**config.mk**
```make
export PLATFORM = sky130hd
export DESIGN_NAME = multi_channel_uart_frame_poller_core
export DESIGN_NICKNAME = d
export VERILOG_FILES = /design/src/design/mcufp_pkg.sv /design/src/design/mcufp_cfg.sv /design/src/design/mcufp_engine.sv /design/src/design/multi_channel_uart_frame_poller_core.sv
export SDC_FILE = /design/constraint.sdc
export NUM_CORES = 1
export LEC_CHECK = 0
export BUFFER_PORTS_ARGS = -buffer_cell sky130_fd_sc_hd__buf_2
export CAP_MARGIN = 20
export CORE_MARGIN = 4
export CORE_UTILIZATION = 40
export DETAILED_ROUTE_END_ITERATION = 6
export PLACE_DENSITY = 0.57
export SLEW_MARGIN = 20
export SYNTH_ARGS = -nofsm -noshare
export SYNTH_HDL_FRONTEND = slang
export SYNTH_SLANG_ARGS = --single-unit
```
**constraint.sdc**
```tcl
create_clock -name clk -period 6.53 [get_ports clk]
set_clock_uncertainty 0.2 [all_clocks]
set_input_delay 0.653 -clock clk [delete_from_list [all_inputs] [get_ports clk]]
set_output_delay 0.653 -clock clk [all_outputs]
set_load 0.005 [all_outputs]
```
**src/design/mcufp_pkg.sv**
```systemverilog
// ----------------------------------------------------------------------------
// mcufp_pkg: shared types and constants of the UART frame poller
// Beat layouts, action codes, channel phases and register indexes.
// ----------------------------------------------------------------------------
`default_nettype none

package mcufp_pkg;

  localparam int CHANNELS_DEFAULT = 8;
  localparam int FRAME_BYTES      = 8;
  localparam int BYTE_IDX_W       = $clog2(FRAME_BYTES);
  localparam int COUNT_W          = 4;
  localparam int REG_ADDR_W       = 3;
  localparam int APB_DATA_W       = 32;

  typedef enum logic {
    FUNC_START = 1'b0,
    FUNC_POLL  = 1'b1
  } func_t;

  typedef enum logic [1:0] {
    ACT_NONE  = 2'd0,
    ACT_SEND  = 2'd1,
    ACT_POP   = 2'd2,
    ACT_FRAME = 2'd3
  } action_t;

  typedef enum logic [4:0] {
    PH_DISABLED = 5'b00001,
    PH_IDLE     = 5'b00010,
    PH_WAIT_TX  = 5'b00100,
    PH_WAIT_RX  = 5'b01000,
    PH_VALID    = 5'b10000
  } phase_t;

  typedef enum logic {
    REG_CHANNEL_ENABLE = 1'b0,
    REG_REQUEST_BYTE   = 1'b1
  } reg_index_t;

  typedef struct packed {
    logic       func;
    logic [2:0] channel;
    logic       tx_empty;
    logic       rx_valid;
    logic [7:0] rx_byte;
  } poll_item_t;

  typedef struct packed {
    logic [1:0]  action;
    logic [2:0]  out_channel;
    logic [7:0]  command_byte;
    logic [7:0]  driver_enable;
    logic [63:0] frame_word;
    logic        round_done;
  } result_item_t;

  typedef struct packed {
    logic [7:0] request_byte;
    logic [7:0] channel_enable;
  } cfg_t;

endpackage

`default_nettype wire

```
**src/design/mcufp_cfg.sv**
```systemverilog
// ----------------------------------------------------------------------------
// mcufp_cfg: configuration registers
// APB-style write and read of the channel enable mask and the request byte.
// ----------------------------------------------------------------------------
`default_nettype none

module mcufp_cfg (
  input  wire logic                                clk,
  input  wire logic                                rst,
  input  wire logic                                psel,
  input  wire logic                                penable,
  input  wire logic                                pwrite,
  input  wire logic [mcufp_pkg::REG_ADDR_W-1:0]    paddr,
  input  wire logic [mcufp_pkg::APB_DATA_W-1:0]    pwdata,
  output logic      [mcufp_pkg::APB_DATA_W-1:0]    prdata,
  output logic                                     pready,
  output mcufp_pkg::cfg_t                          cfg
);

  mcufp_pkg::reg_index_t index;
  logic                  wr_en;

  // Registers sit on 32-bit word addresses.
  assign index  = mcufp_pkg::reg_index_t'(paddr[2]);
  assign wr_en  = psel && penable && pwrite;
  assign pready = 1'b1;

  always_ff @(posedge clk) begin
    if (rst) begin
      cfg <= '0;
    end else if (wr_en) begin
      unique case (index)
        mcufp_pkg::REG_CHANNEL_ENABLE: cfg.channel_enable <= pwdata[7:0];
        mcufp_pkg::REG_REQUEST_BYTE:   cfg.request_byte   <= pwdata[7:0];
        default: ;
      endcase
    end
  end

  always_comb begin
    prdata = '0;
    unique case (index)
      mcufp_pkg::REG_CHANNEL_ENABLE: prdata = {24'd0, cfg.channel_enable};
      mcufp_pkg::REG_REQUEST_BYTE:   prdata = {24'd0, cfg.request_byte};
      default:                       prdata = '0;
    endcase
  end

endmodule

`default_nettype wire

```
**src/design/mcufp_engine.sv**
```systemverilog
// ----------------------------------------------------------------------------
// mcufp_engine: per-channel poll sequencer
// Holds channel phases, byte counts, frame bytes and masks; computes one
// result per beat and commits the new state when the beat fires.
// ----------------------------------------------------------------------------
`default_nettype none

module mcufp_engine #(
  parameter int CHANNELS = mcufp_pkg::CHANNELS_DEFAULT
) (
  input  wire logic                    clk,
  input  wire logic                    rst,
  input  wire logic                    fire,
  input  wire mcufp_pkg::poll_item_t   item,
  input  wire mcufp_pkg::cfg_t         cfg,
  output mcufp_pkg::result_item_t      result
);

  localparam int CH_W    = (CHANNELS > 1) ? $clog2(CHANNELS) : 1;
  localparam int PAD_W   = (CHANNELS > 8) ? CHANNELS : 8;
  localparam int FRAME_W = 8 * mcufp_pkg::FRAME_BYTES;

  mcufp_pkg::phase_t                 phase      [CHANNELS];
  mcufp_pkg::phase_t                 phase_next [CHANNELS];
  logic [mcufp_pkg::COUNT_W-1:0]     count      [CHANNELS];
  logic [mcufp_pkg::COUNT_W-1:0]     count_next [CHANNELS];
  // One frame word per channel; each received byte lands in its own lane.
  logic [FRAME_W-1:0]                frame      [CHANNELS];
  logic [CHANNELS-1:0]               busy, busy_next;
  logic [CHANNELS-1:0]               drive, drive_next;
  logic [CHANNELS-1:0]               start_mask;
  logic [PAD_W-1:0]                  drive_pad;
  logic [CH_W-1:0]                   sel;
  logic                              in_range;
  logic                              hit;
  logic                              byte_we;
  logic [mcufp_pkg::COUNT_W-1:0]     n;
  mcufp_pkg::action_t                act;
  logic [63:0]                       frame_word;

  assign sel        = CH_W'(item.channel);
  assign in_range   = 32'(item.channel) < CHANNELS;
  assign hit        = in_range && busy[sel];
  assign n          = count[sel];
  assign start_mask = CHANNELS'(cfg.channel_enable);

  always_comb begin
    phase_next = phase;
    count_next = count;
    busy_next  = busy;
    drive_next = drive;
    byte_we    = 1'b0;
    act        = mcufp_pkg::ACT_NONE;
    frame_word = '0;
    if (item.func == mcufp_pkg::FUNC_START) begin
      for (int i = 0; i < CHANNELS; i++) begin
        phase_next[i] = start_mask[i] ? mcufp_pkg::PH_IDLE : mcufp_pkg::PH_DISABLED;
        count_next[i] = '0;
      end
      busy_next  = start_mask;
      drive_next = '0;
    end else if (hit) begin
      unique case (phase[sel])
        mcufp_pkg::PH_IDLE: begin
          act             = mcufp_pkg::ACT_SEND;
          drive_next[sel] = 1'b1;
          phase_next[sel] = mcufp_pkg::PH_WAIT_TX;
        end
        mcufp_pkg::PH_WAIT_TX: begin
          if (item.tx_empty) begin
            drive_next[sel] = 1'b0;
            phase_next[sel] = mcufp_pkg::PH_WAIT_RX;
          end
        end
        mcufp_pkg::PH_WAIT_RX: begin
          if (item.rx_valid) begin
            act = mcufp_pkg::ACT_POP;
            // The byte after the eighth is the check byte and is dropped.
            if (n < mcufp_pkg::COUNT_W'(mcufp_pkg::FRAME_BYTES)) begin
              byte_we = 1'b1;
            end else begin
              phase_next[sel] = mcufp_pkg::PH_VALID;
            end
            if (n != '1) begin
              count_next[sel] = n + 1'b1;
            end
          end
        end
        mcufp_pkg::PH_VALID: begin
          act             = mcufp_pkg::ACT_FRAME;
          frame_word      = frame[sel];
          phase_next[sel] = mcufp_pkg::PH_IDLE;
          busy_next[sel]  = 1'b0;
        end
        default: begin
          busy_next[sel] = 1'b0;
        end
      endcase
    end
  end

  assign drive_pad = PAD_W'(drive_next);

  always_comb begin
    result.action        = act;
    result.out_channel   = item.channel;
    result.command_byte  = (act == mcufp_pkg::ACT_SEND) ? cfg.request_byte : 8'd0;
    result.driver_enable = drive_pad[7:0];
    result.frame_word    = frame_word;
    result.round_done    = (busy_next == '0);
  end

  always_ff @(posedge clk) begin
    if (rst) begin
      for (int i = 0; i < CHANNELS; i++) begin
        phase[i] <= mcufp_pkg::PH_DISABLED;
        count[i] <= '0;
      end
      busy  <= '0;
      drive <= '0;
    end else if (fire) begin
      phase <= phase_next;
      count <= count_next;
      busy  <= busy_next;
      drive <= drive_next;
    end
  end

  always_ff @(posedge clk) begin
    if (fire && byte_we) begin
      frame[sel][{n[mcufp_pkg::BYTE_IDX_W-1:0], 3'b000} +: 8] <= item.rx_byte;
    end
  end

endmodule

`default_nettype wire

```
**src/design/multi_channel_uart_frame_poller_core.sv**
```systemverilog
// ----------------------------------------------------------------------------
// multi_channel_uart_frame_poller_core: UART frame poller top level
// Input register, poll sequencer, result register and configuration port.
// ----------------------------------------------------------------------------
// Usage:
//   Poll beats enter on poll_valid / poll_stall / poll_item; results leave on
//   result_valid / result_stall / result_item, exactly one result per poll
//   beat and in the same order. A beat with func start opens a round using
//   the channel_enable register; poll beats then step one channel each.
//   A beat is captured in the input register, processed there by the sequencer
//   and registered in the result register. Throughput is one beat per cycle
//   while result_stall holds no waiting result, set by the state update
//   of the sequencer between the input and result registers.
//   When result_stall holds a waiting result, the input register still takes
//   one more beat; after that poll_stall rises until the result is taken.
//   Reset (rst, synchronous) empties both registers, sets every channel to
//   disabled, clears byte counts, busy and driver enable bits, and clears the
//   configuration registers. No clearing pass is needed. Configuration must be
//   written via the APB-style port only while idle; the core does not check it.
// ----------------------------------------------------------------------------
`default_nettype none

module multi_channel_uart_frame_poller_core #(
  parameter int CHANNELS = mcufp_pkg::CHANNELS_DEFAULT
) (
  input  wire logic                              clk,
  input  wire logic                              rst,
  input  wire logic                              poll_valid,
  output logic                                   poll_stall,
  input  wire mcufp_pkg::poll_item_t             poll_item,
  output logic                                   result_valid,
  input  wire logic                              result_stall,
  output mcufp_pkg::result_item_t                result_item,
  input  wire logic                              psel,
  input  wire logic                              penable,
  input  wire logic                              pwrite,
  input  wire logic [mcufp_pkg::REG_ADDR_W-1:0]  paddr,
  input  wire logic [mcufp_pkg::APB_DATA_W-1:0]  pwdata,
  output logic      [mcufp_pkg::APB_DATA_W-1:0]  prdata,
  output logic                                   pready
);

  mcufp_pkg::cfg_t         cfg;
  mcufp_pkg::poll_item_t   hold_item;
  mcufp_pkg::result_item_t eng_result;
  logic                    hold_valid;
  logic                    advance;
  logic                    fire;

  assign advance    = !result_valid || !result_stall;
  assign fire       = hold_valid && advance;
  assign poll_stall = hold_valid && !advance;

  mcufp_cfg u_cfg (
    .clk     (clk),
    .rst     (rst),
    .psel    (psel),
    .penable (penable),
    .pwrite  (pwrite),
    .paddr   (paddr),
    .pwdata  (pwdata),
    .prdata  (prdata),
    .pready  (pready),
    .cfg     (cfg)
  );

  mcufp_engine #(
    .CHANNELS (CHANNELS)
  ) u_engine (
    .clk    (clk),
    .rst    (rst),
    .fire   (fire),
    .item   (hold_item),
    .cfg    (cfg),
    .result (eng_result)
  );

  always_ff @(posedge clk) begin
    if (rst) begin
      hold_valid <= 1'b0;
    end else if (!poll_stall) begin
      hold_valid <= poll_valid;
    end
  end

  always_ff @(posedge clk) begin
    if (poll_valid && !poll_stall) begin
      hold_item <= poll_item;
    end
  end

  always_ff @(posedge clk) begin
    if (rst) begin
      result_valid <= 1'b0;
    end else if (advance) begin
      result_valid <= hold_valid;
    end
  end

  always_ff @(posedge clk) begin
    if (fire) begin
      result_item <= eng_result;
    end
  end

endmodule

`default_nettype wire

```
Yosys cells after proc, flatten, opt, wreduce, memory -nomap -nowiden
Memory sizes are Yosys's and may differ from the RTL's. A register that Yosys moved wholly into a read port is not among the register bits. Cells that the tools add are included.

Register bits: 142. RAM bits: 512. Input bits: 56. Output and inout port bits: 121. Logic and storage cells: 148. Memories: 1.

Add/sub/neg operators: 2. Magnitude comparators: 5. Eq/ne operators: 14. Shift-type cells: 2. Mux-type cells: 53. Bitwise gates (word level): 18. Reduce and logical (&&, ||, !) cells: 21.

Memories: u_engine.frame (words 8, width 64, read ports 1, clocked after Yosys merged registers in 1, write ports 1, line mcufp_engine.sv:28) `logic [FRAME_W-1:0] frame [CHANNELS];`.

Operators by type and width (number): 40-bit two-way mux (5); 32-bit two-way mux (5); 40-bit case mux with 4 select lines (1); 32-bit AND (4); 32-bit inverter (4); 64-bit two-way mux (1); 32-bit case mux with 2 select lines (1); 8-bit by 8-bit variable shift with 64-bit output (first input constant) (1); 8-bit by 8-bit indexed part select with 64-bit output (1); 8-bit two-way mux (6); 8-bit bitwise OR (5); 32-bit bitwise mux (1); 2-bit two-way mux (11); 8-bit AND (2); 8-bit case mux with 2 select lines (1); 5-bit binary-select mux with 3-bit select (1); 5-bit demux with 3-bit select (1); 5-bit two-way mux (3); 4-bit binary-select mux with 3-bit select (1); 4-bit demux with 3-bit select (1); 4-bit two-way mux (3); 3-bit inequality test (second input constant) (3); 1-bit logical AND (8); 8-bit zero test (1); 30 further kinds (44).

Depth between registers and ports, before layout
Gate-level depths: netlist of the first run.

Depth in word-level cells: 13. Mapped depth: 16. Gate-level depth less buffers: 11.

Modules after synthesis
A second synthesis of the first run with hierarchy kept.

Cell total of the unflattened synthesis: 1855. Area, all modules: 28285.9 µm².

Modules (own cells, without submodules): mcufp_engine (times used 1, cells an instance 1646, area an instance 24199.5 µm², sequential area each 17136.4 µm²); multi_channel_uart_frame_poller_core (times used 1, cells an instance 110, area an instance 3089.2 µm², sequential area each 3042.9 µm²); mcufp_cfg (times used 1, cells an instance 99, area an instance 997.2 µm², sequential area each 320.3 µm²).

Worst setup path after synthesis of the first run
Ideal clock, no wire load.

Path kind: input -> register. Start: input result_stall. End: register u_engine.count[24] in the netlist's numbering. Library setup time: 70 ps. Arrival: 4701 ps. Required time: 6260 ps. Path slack: 1559 ps. Cell stages on the path: 9. Path buffers: 1. Cells stage by stage: nand2_1 nand2_1 inv_1 clkbuf_1 nand2_1 or4_4 a311oi_4 nand2_1 a21oi_1.

Longest elaborated chain between the ends: 4.

RTL lines: start: declaration (line multi_channel_uart_frame_poller_core.sv:32) `input wire logic result_stall,`; 1-bit zero test (line multi_channel_uart_frame_poller_core.sv:50) `assign advance = !result_valid || !result_stall;`; 1-bit logical OR (line multi_channel_uart_frame_poller_core.sv:50); 1-bit logical AND (line multi_channel_uart_frame_poller_core.sv:51) `assign fire = hold_valid && advance;`; net fire (line multi_channel_uart_frame_poller_core.sv:48) `logic fire;`; 5-bit AND reduction (no source line); end signal: assignment (line mcufp_engine.sv:123) `count <= count_next;`; end: declaration (line mcufp_engine.sv:25) `logic [mcufp_pkg::COUNT_W-1:0] count [CHANNELS];`.

The timed path passes the listed nets, and every way through them passes these cells. A chain may end at the register's enable or synchronous reset.

Worst setup path in the final report of the first run
Start: register hold_item[10] in the netlist's numbering. End: memory u_engine.frame[0][13] in the netlist's numbering (enable).

Longest elaborated chain between the ends: 13. Elaborated cells between the ends (all ways): 21. Those cells by class: 1 x add/sub; 1 x order compare; 1 x eq/ne; 1 x shift; 15 x mux; 1 x bitwise; 1 x reduce/logical.

RTL lines: start: declaration (line multi_channel_uart_frame_poller_core.sv:44) `mcufp_pkg::poll_item_t hold_item;`; start signal: assignment (line multi_channel_uart_frame_poller_core.sv:88) `hold_item <= poll_item;`; 3-bit inverter with 4-bit output (not written as such) (line mcufp_engine.sv:44, mcufp_engine.sv:63); 4-bit binary-select mux with 3-bit select (line mcufp_engine.sv:44) `assign n = count[sel];`; 4-bit two-way mux (not written as such) (2 in a row) (line mcufp_engine.sv:44); 4-bit less-than comparator (line mcufp_engine.sv:79) `if (n < mcufp_pkg::COUNT_W'(mcufp_pkg::FRAME_BYTES)) begin`; 1-bit two-way mux (line mcufp_engine.sv:79); 1-bit two-way mux (line mcufp_engine.sv:76) `if (item.rx_valid) begin`; 1-bit two-way mux (line mcufp_engine.sv:63) `unique case (phase[sel])`; 1-bit two-way mux (line mcufp_engine.sv:62) `end else if (hit) begin`; 1-bit two-way mux (line mcufp_engine.sv:55) `if (item.func == mcufp_pkg::FUNC_START) begin`; 1-bit logical AND (line mcufp_engine.sv:130) `if (fire && byte_we) begin`; 1-bit two-way mux (line mcufp_engine.sv:130); 64-bit two-way mux (not written as such) (line mcufp_engine.sv:131) `frame[sel][{n[mcufp_pkg::BYTE_IDX_W-1:0], 3'b000} +: 8] <= item.rx_byte;`; end: declaration (line mcufp_engine.sv:28).

Parallel ways exist; a longest one is shown, timed or not. The select of a mux whose other input is x is not followed.

==> results.cfg, run 1 <==
[floorplanning]
die_y_um = 275
die_area_um2 = 75700
dieWidth_um = 275
core_area_um2 = 70400
io_pins = 177
placement_rows = 97
start_util_pct = 40.5

[clocking]
clk_path_buf_depth = 3
clock_sinks = 718
path_clk_slew_ps = 60
cts_tree = yes
numCtsBuffers = 77
cts_root_buffer = clkbuf_16
htree_levels = 3
postCtsResizedCells = 0
clk_latency_ps = 620

[hold_path]
hold_start = poll_item[8]
hold_depth = 1
hold_end = hold_item[8]
hold_class = primary input to register

[critical_path]
reg2reg_depth = 11
crit_path_max_fanout = 24
worstReg2RegStart = hold_item[10]
cp-end-kind = register
required_ps = 6570
path_class = register to register
r2r_slack_ps = 1400
reg2reg_to = u_engine.frame[0][13]
start_kind = register
cp.arrival_ps = 5170

[power_and_ir_drop]
finalPower_mw = 9.78
leakagePower_nw = 10.1
cellPowerDensity_nw_per_um2 = 295
ir_drop_mv = 0.167

[layout]
postLayoutCellArea_um2 = 33100
finalCoreUtilization_pct = 47.1
stdcell_count = 3182
nets = 2241
syn2layout_area_growth_pct = 16.2
drive_gt1_share_pct = 18.9
fill_cells = 6157
diodes = 0

[sta]
timing.final.ws_setup_ps = 1400
tns_ps = 0
rsz0062_at_grt = no
finalHoldViolCount = 0
period_needed_ps = 5130
drv_slew = 0
period_share_pct = 78.6
whs_ps = 39.0
worst_pin_slew_ps = 1210
fmax_mhz = 195
setup_viol = 0
maxSlewHeadroom_pct = 19.1

[synthesis]
yosys.cell_types.count = 65
synth_top_cell_by_area = edfxtp_1
yosys-top-cells-count = edfxtp_1, nor2_1, a21oi_1
postSynthCellCount = 1993
synth_edf_count = 612
yosysTopAreaCellShare_pct = 64.4
synth.avg_cell_area_um2 = 14.3
ys_warn_count = 0
synth_area_leaders = edfxtp_1, dfxtp_1, nor2_1, mux2i_1, a221oi_1
ys_seq_area_share_pct = 71.8
synthFlopType = edfxtp_1
yosysMostFrequentCell = edfxtp_1
synth-async-reset-ratio_pct = 0
syn-cell-area_um2 = 28500
ys_ff_latch = 718

[global_routing]
grt_pass1_vias = 17900
grt_max_degree = 77
grt_busiest_layer = met2
antenna_found_initial = 0
grt_overflow_total = 0
use_met2_pct = 34.7
gr-usage-met1_pct = 28.1
grt_use_total_pct = 20.9
grt_pass1_wl_mm = 118
globalRouteMet3Util_pct = 3.51

[detailed_routing]
drtAntennaViolNets = 0
drt_iter0_drc = 1827
vias_per_cell = 5.67
drt_pass1_iterations = 5
vias = 18000
route.detailed.drc = 0
drt-total-wl_mm = 80.3
wl_per_cell_um = 25.2

[run_status]
outcome = completed

[place]
numPortBuffers = 125
dp_hpwl_mm = 49.3
place_ws_ps = 1360
place.gp.congestion = 0.812
dp_cells = 3034
dpl_cell_area_um2 = 30600

[flow_run]
maxCapViolCount = 0
-- layout make-up --
class	instances	area (µm²)	share of cell area (%)
Clock buffer	93	2010	6.06
Timing Repair Buffer	241	1520	4.58
Tap cell	940	1180	3.55
Inverter	9	36.3	0.109
Clock inverter	46	463	1.40
Multi-Input combinational cell	1135	7450	22.5
Sequential cell	718	20500	61.8
-- placed cells by master (no fill, tap or decap), types with 5 or more instances in the layout --
master         Yosys  layout
o21a_1             5       5
nor3_1            13      11
buf_2             13     125
nand3b_1           6       6
mux2_2            37      37
mux2i_1           68      68
clkinv_1           0      15
o41ai_1            6       6
a311oi_1           5       5
dlygate4sd3_1      0       9
nand3_1           36      36
o211ai_1          14      14
and3_1            27      27
clkinv_2           0      13
buf_4             26     107
nand2b_1          16      16
dfxtp_1          106     106
inv_1              8       7
a21boi_0           7       7
nand2_1          105     105
a21oi_1          112     112
mux4_2            21      21
a22o_1            34      34
and2_1            60      58
clkbuf_1          96      15
nand4_1           12      12
o21ai_0           80      80
nor2b_1           19      18
edfxtp_1         612     612
a221oi_1          72      72
clkbuf_16          0      78
nor2_1           187     182
a31oi_1           35      35
conb_1             2      25
o22ai_1            6       6
a22oi_1           73      73
a211oi_1           6       6
bufinv_16          0       8
-- per-layer routing --
layer  wire, µm  vias to the layer above
li1           -                     8041
met1      33500                     9147
met2      39100                      696
met3       5140                      157
met4       2580                        0
met5          0                        -
-- worst max path at each step --
stage / start / to / slack, ps
3_5_place_dp: hold_item[10] / u_engine.frame[0][8] / 1360
6_report: hold_item[10] / u_engine.frame[0][13] / 1400
5_1_grt: hold_item[10] / u_engine.frame[0][13] / 1060
2_1_floorplan: result_stall / u_engine.count[24] / 1560
4_1_cts: hold_item[10] / u_engine.frame[0][13] / 1350
3_3_place_gp: hold_item[10] / u_engine.frame[0][9] / 1390
-- registers in the layout, indices dropped and copies added (netlist names) --
name and count:
u_engine.phase 40, u_engine.count 32, hold_valid 1, result_item 86, u_cfg.cfg 16, result_valid 1
u_engine.busy 8, u_engine.drive 8, u_engine.frame 512, hold_item 14
-- logic make-up (layout without fill, tap and decap cells) --
kind of cell,after synthesis,count (layout),synth area share [%]
AOI/OAI and AO/OA,472,472,11.3
xor gates and xnor gates,4,4,0.123
adders and majority gates,3,3,0.132
buffers and inverters,163,389,2.57
DFF,718,718,71.8
muxes,126,126,5.50
other,2,25,0.0263
and+or+nand+nor,505,505,8.54
-- repair_timing --
action	in CTS	in global routing
endpoints found under the hold margin	9	0
setup buffers	0	0
hold buffers	9	0
-- report_power, final --
part,switching (mW),internal (mW)
combinational,0.317,0.150
sequential,0.0353,4.98
clock,1.78,2.52
-- critical path, cell delays in order (launching register included) --
cell and delay (ps):
edfxtp_1 360, buf_4 390, buf_4 470, mux4_2 580, mux2i_1 440, nor3b_1 250, buf_4 220, nand3_1 200
nor4_4 250, buf_4 270, nand3_1 350, nor2_1 730
(Power assumes the default switching activity.)
==> run 2, diff against run 1 <==
- ABC_AREA: not set -> 1
- clock period: 6.53 -> 4.9 ns (I/O delays scaled with it)
==> results.cfg, run 2 <==
[synthesis]
syn-cell-area_um2 = 28600
synth_top_cell_by_area = edfxtp_1
ys_warn_count = 0
yosysTopAreaCellShare_pct = 64.4
synth_edf_count = 612
yosys-top-cells-count = edfxtp_1, nand2_1, nor2_1
yosysMostFrequentCell = edfxtp_1
ys_ff_latch = 718
synth-async-reset-ratio_pct = 0
ys_seq_area_share_pct = 71.8
postSynthCellCount = 2403
synth_area_leaders = edfxtp_1, dfxtp_1, nand2_1, nor2_1, a221oi_1
synthFlopType = edfxtp_1
synth.avg_cell_area_um2 = 11.9
yosys.cell_types.count = 38

[sta]
tns_ps = 0
fmax_mhz = 235
worst_pin_slew_ps = 1120
rsz0062_at_grt = no
drv_slew = 0
period_share_pct = 87.0
timing.final.ws_setup_ps = 637
maxSlewHeadroom_pct = 25.3
finalHoldViolCount = 0
period_needed_ps = 4260
setup_viol = 0

[run_status]
outcome = finished, violations left
violations = design-rule violations

[critical_path]
required_ps = 5010
path_class = register to register
r2r_slack_ps = 640
slowest_delay_ps = 400
worst_path_max_delay_cell = nor2_1
crit_chain = buf_4, inv_1, nor2_1, nand2_1, nor2_1, nor2_1, nand3_1, or2_2, nand2_1, nor2_1, nand2_1, nor3_2, nand3_1, nor2_1, buf_4
cp-end-kind = register
crit_path_max_fanout = 14
start_kind = register
crit_top_cell = nor2_1
cp.arrival_ps = 4380

[clocking]
clk_latency_ps = 640
cts_root_buffer = clkbuf_16
clock_sinks = 718
htree_levels = 3
cts_tree = yes
clk_path_buf_depth = 3
numCtsBuffers = 76
postCtsResizedCells = 0
post-cts-setup-buffer-count = 0
path_clk_slew_ps = 60

[power_and_ir_drop]
p_seq_share_pct = 50.6
ir_drop_mv = 0.240
leakagePower_nw = 12.0
netSwitchingFraction_pct = 22.5
cellPowerDensity_nw_per_um2 = 395
finalPower_mw = 13.2
p_sw_mw = 2.97
power_frac_comb_pct = 5.1
p_int_mw = 10.2
power_frac_clock_pct = 44.3

[place]
dpl_cell_area_um2 = 30600
numPortBuffers = 125
dp_hpwl_mm = 48.2
place_ws_ps = 703
dp_cells = 3442
place.gp.congestion = 0.901

[global_routing]
grt_pass1_vias = 19000
grt_pass1_wl_mm = 118
grt_overflow_total = 0
antenna_found_initial = 1
grt_use_total_pct = 20.7
grt_max_degree = 81

[layout]
nets = 2663
fill_cells = 6260
diodes = 0
drive_gt1_share_pct = 13.8
largest_reg_flops = 512
postLayoutCellArea_um2 = 33400
syn2layout_area_growth_pct = 17.0
stdcell_count = 3602
final_common_cell = edfxtp_1
layout_common_cells = edfxtp_1, nand2_1, nor2_1, inv_1, buf_2

[flow_run]
maxCapViolCount = 0

[floorplanning]
die_y_um = 275
dieWidth_um = 275
die_area_um2 = 75700
core_area_um2 = 70400
io_pins = 177
placement_rows = 97
start_util_pct = 40.6

[detailed_routing]
drtAntennaViolNets = 0
vias_per_cell = 5.45
vias = 19600
drt_iter0_drc = 2012
route.detailed.drc = 5
wl_per_cell_um = 22.1
drt_pass1_iterations = 7
drt-total-wl_mm = 79.7

[hold_path]
hold_class = primary input to register
==> run 2: cell types whose count changed after synthesis, sizes merged, moves of 62 or more <==
| cell | previous run | this run |
|---|---|---|
| nand2 | 105 | 507 |
| inv | 9 | 167 |
| nand3 | 36 | 111 |
| nor2 | 187 | 259 |
| mux2i | 68 | 0 |
| and2 | 62 | 0 |
==> run 2: metal layers <==
metal	routed length, µm	share of wire, %	track usage, %	vias to the layer above
met4	2020	2.5	6.10	0
met3	5970	7.5	3.31	136
met5	0	0	0	-
li1	-	-	-	8950
met2	37400	47	33.8	842
met1	34300	43	28.9	9711
==> run 2: worst paths after layout <==
kind	startpoint	end	depth (start not counted)
min	paddr[2]	u_cfg.cfg[1]	4
max reg2reg	hold_item[11]	u_engine.frame[7][59]	15
min reg2reg	u_engine.phase[5]	u_engine.phase[5]	2
max	hold_item[11]	u_engine.frame[7][59]	15
==> run 2: power by group through the flow <==
stage	clock network, mW	logic [mW]	registers, mW
global route	6.24	0.733	6.68
floorplan	0	0.411	6.80
global placement	0	0.635	6.81
detailed placement	0	0.646	6.81
finish	5.85	0.668	6.68
CTS	5.96	0.663	6.68
==> run 2: kinds of logic (layout without fill, tap and decap cells) <==
| logic type | Yosys count | after routing | synth area share, % |
|---|---|---|---|
| xor+xnor | 2 | 2 | 0.0614 |
| other cells | 2 | 25 | 0.0263 |
| compound gates | 457 | 457 | 10.7 |
| fa+ha+maj | 3 | 3 | 0.131 |
| flops | 718 | 718 | 71.8 |
| simple gates | 896 | 896 | 12.5 |
| buf+inv | 325 | 561 | 4.78 |
==> run 2: layout make-up <==
| type | count | area (µm²) | share of cell area, % |
|---|---|---|---|
| sequential | 718 | 20500 | 61.4 |
| timing repair buffer | 254 | 1680 | 5.03 |
| clock inverter | 46 | 543 | 1.63 |
| multi-input combinational | 1383 | 6840 | 20.5 |
| tap | 940 | 1180 | 3.52 |
| clock buffer | 90 | 2020 | 6.04 |
| inverter | 171 | 642 | 1.92 |
==> run 2: worst max-delay path: cells and delay by family (launching register included) <==
| kind | cells | cell delay (ps) |
|---|---|---|
| buffers and inverters | 3 | 730 |
| flip-flops | 1 | 360 |
| AND/OR/NAND/NOR | 12 | 2660 |
==> run 2: stage by stage <==
| step | utilization [%] | hold slack (ps) |
|---|---|---|
| finish | 47.4 | 111 |
| global route | 47.4 | 128 |
| CTS | 47.4 | 68.3 |
| detailed placement | 43.5 | 232 |
| global placement | 43.5 | 230 |
| floorplan | - | 219 |
==> run 2: what timing repair did <==
action,CTS,global route
hold endpoints to repair,31,0
setup endpoints to repair,0,0
hold buffers,24,0
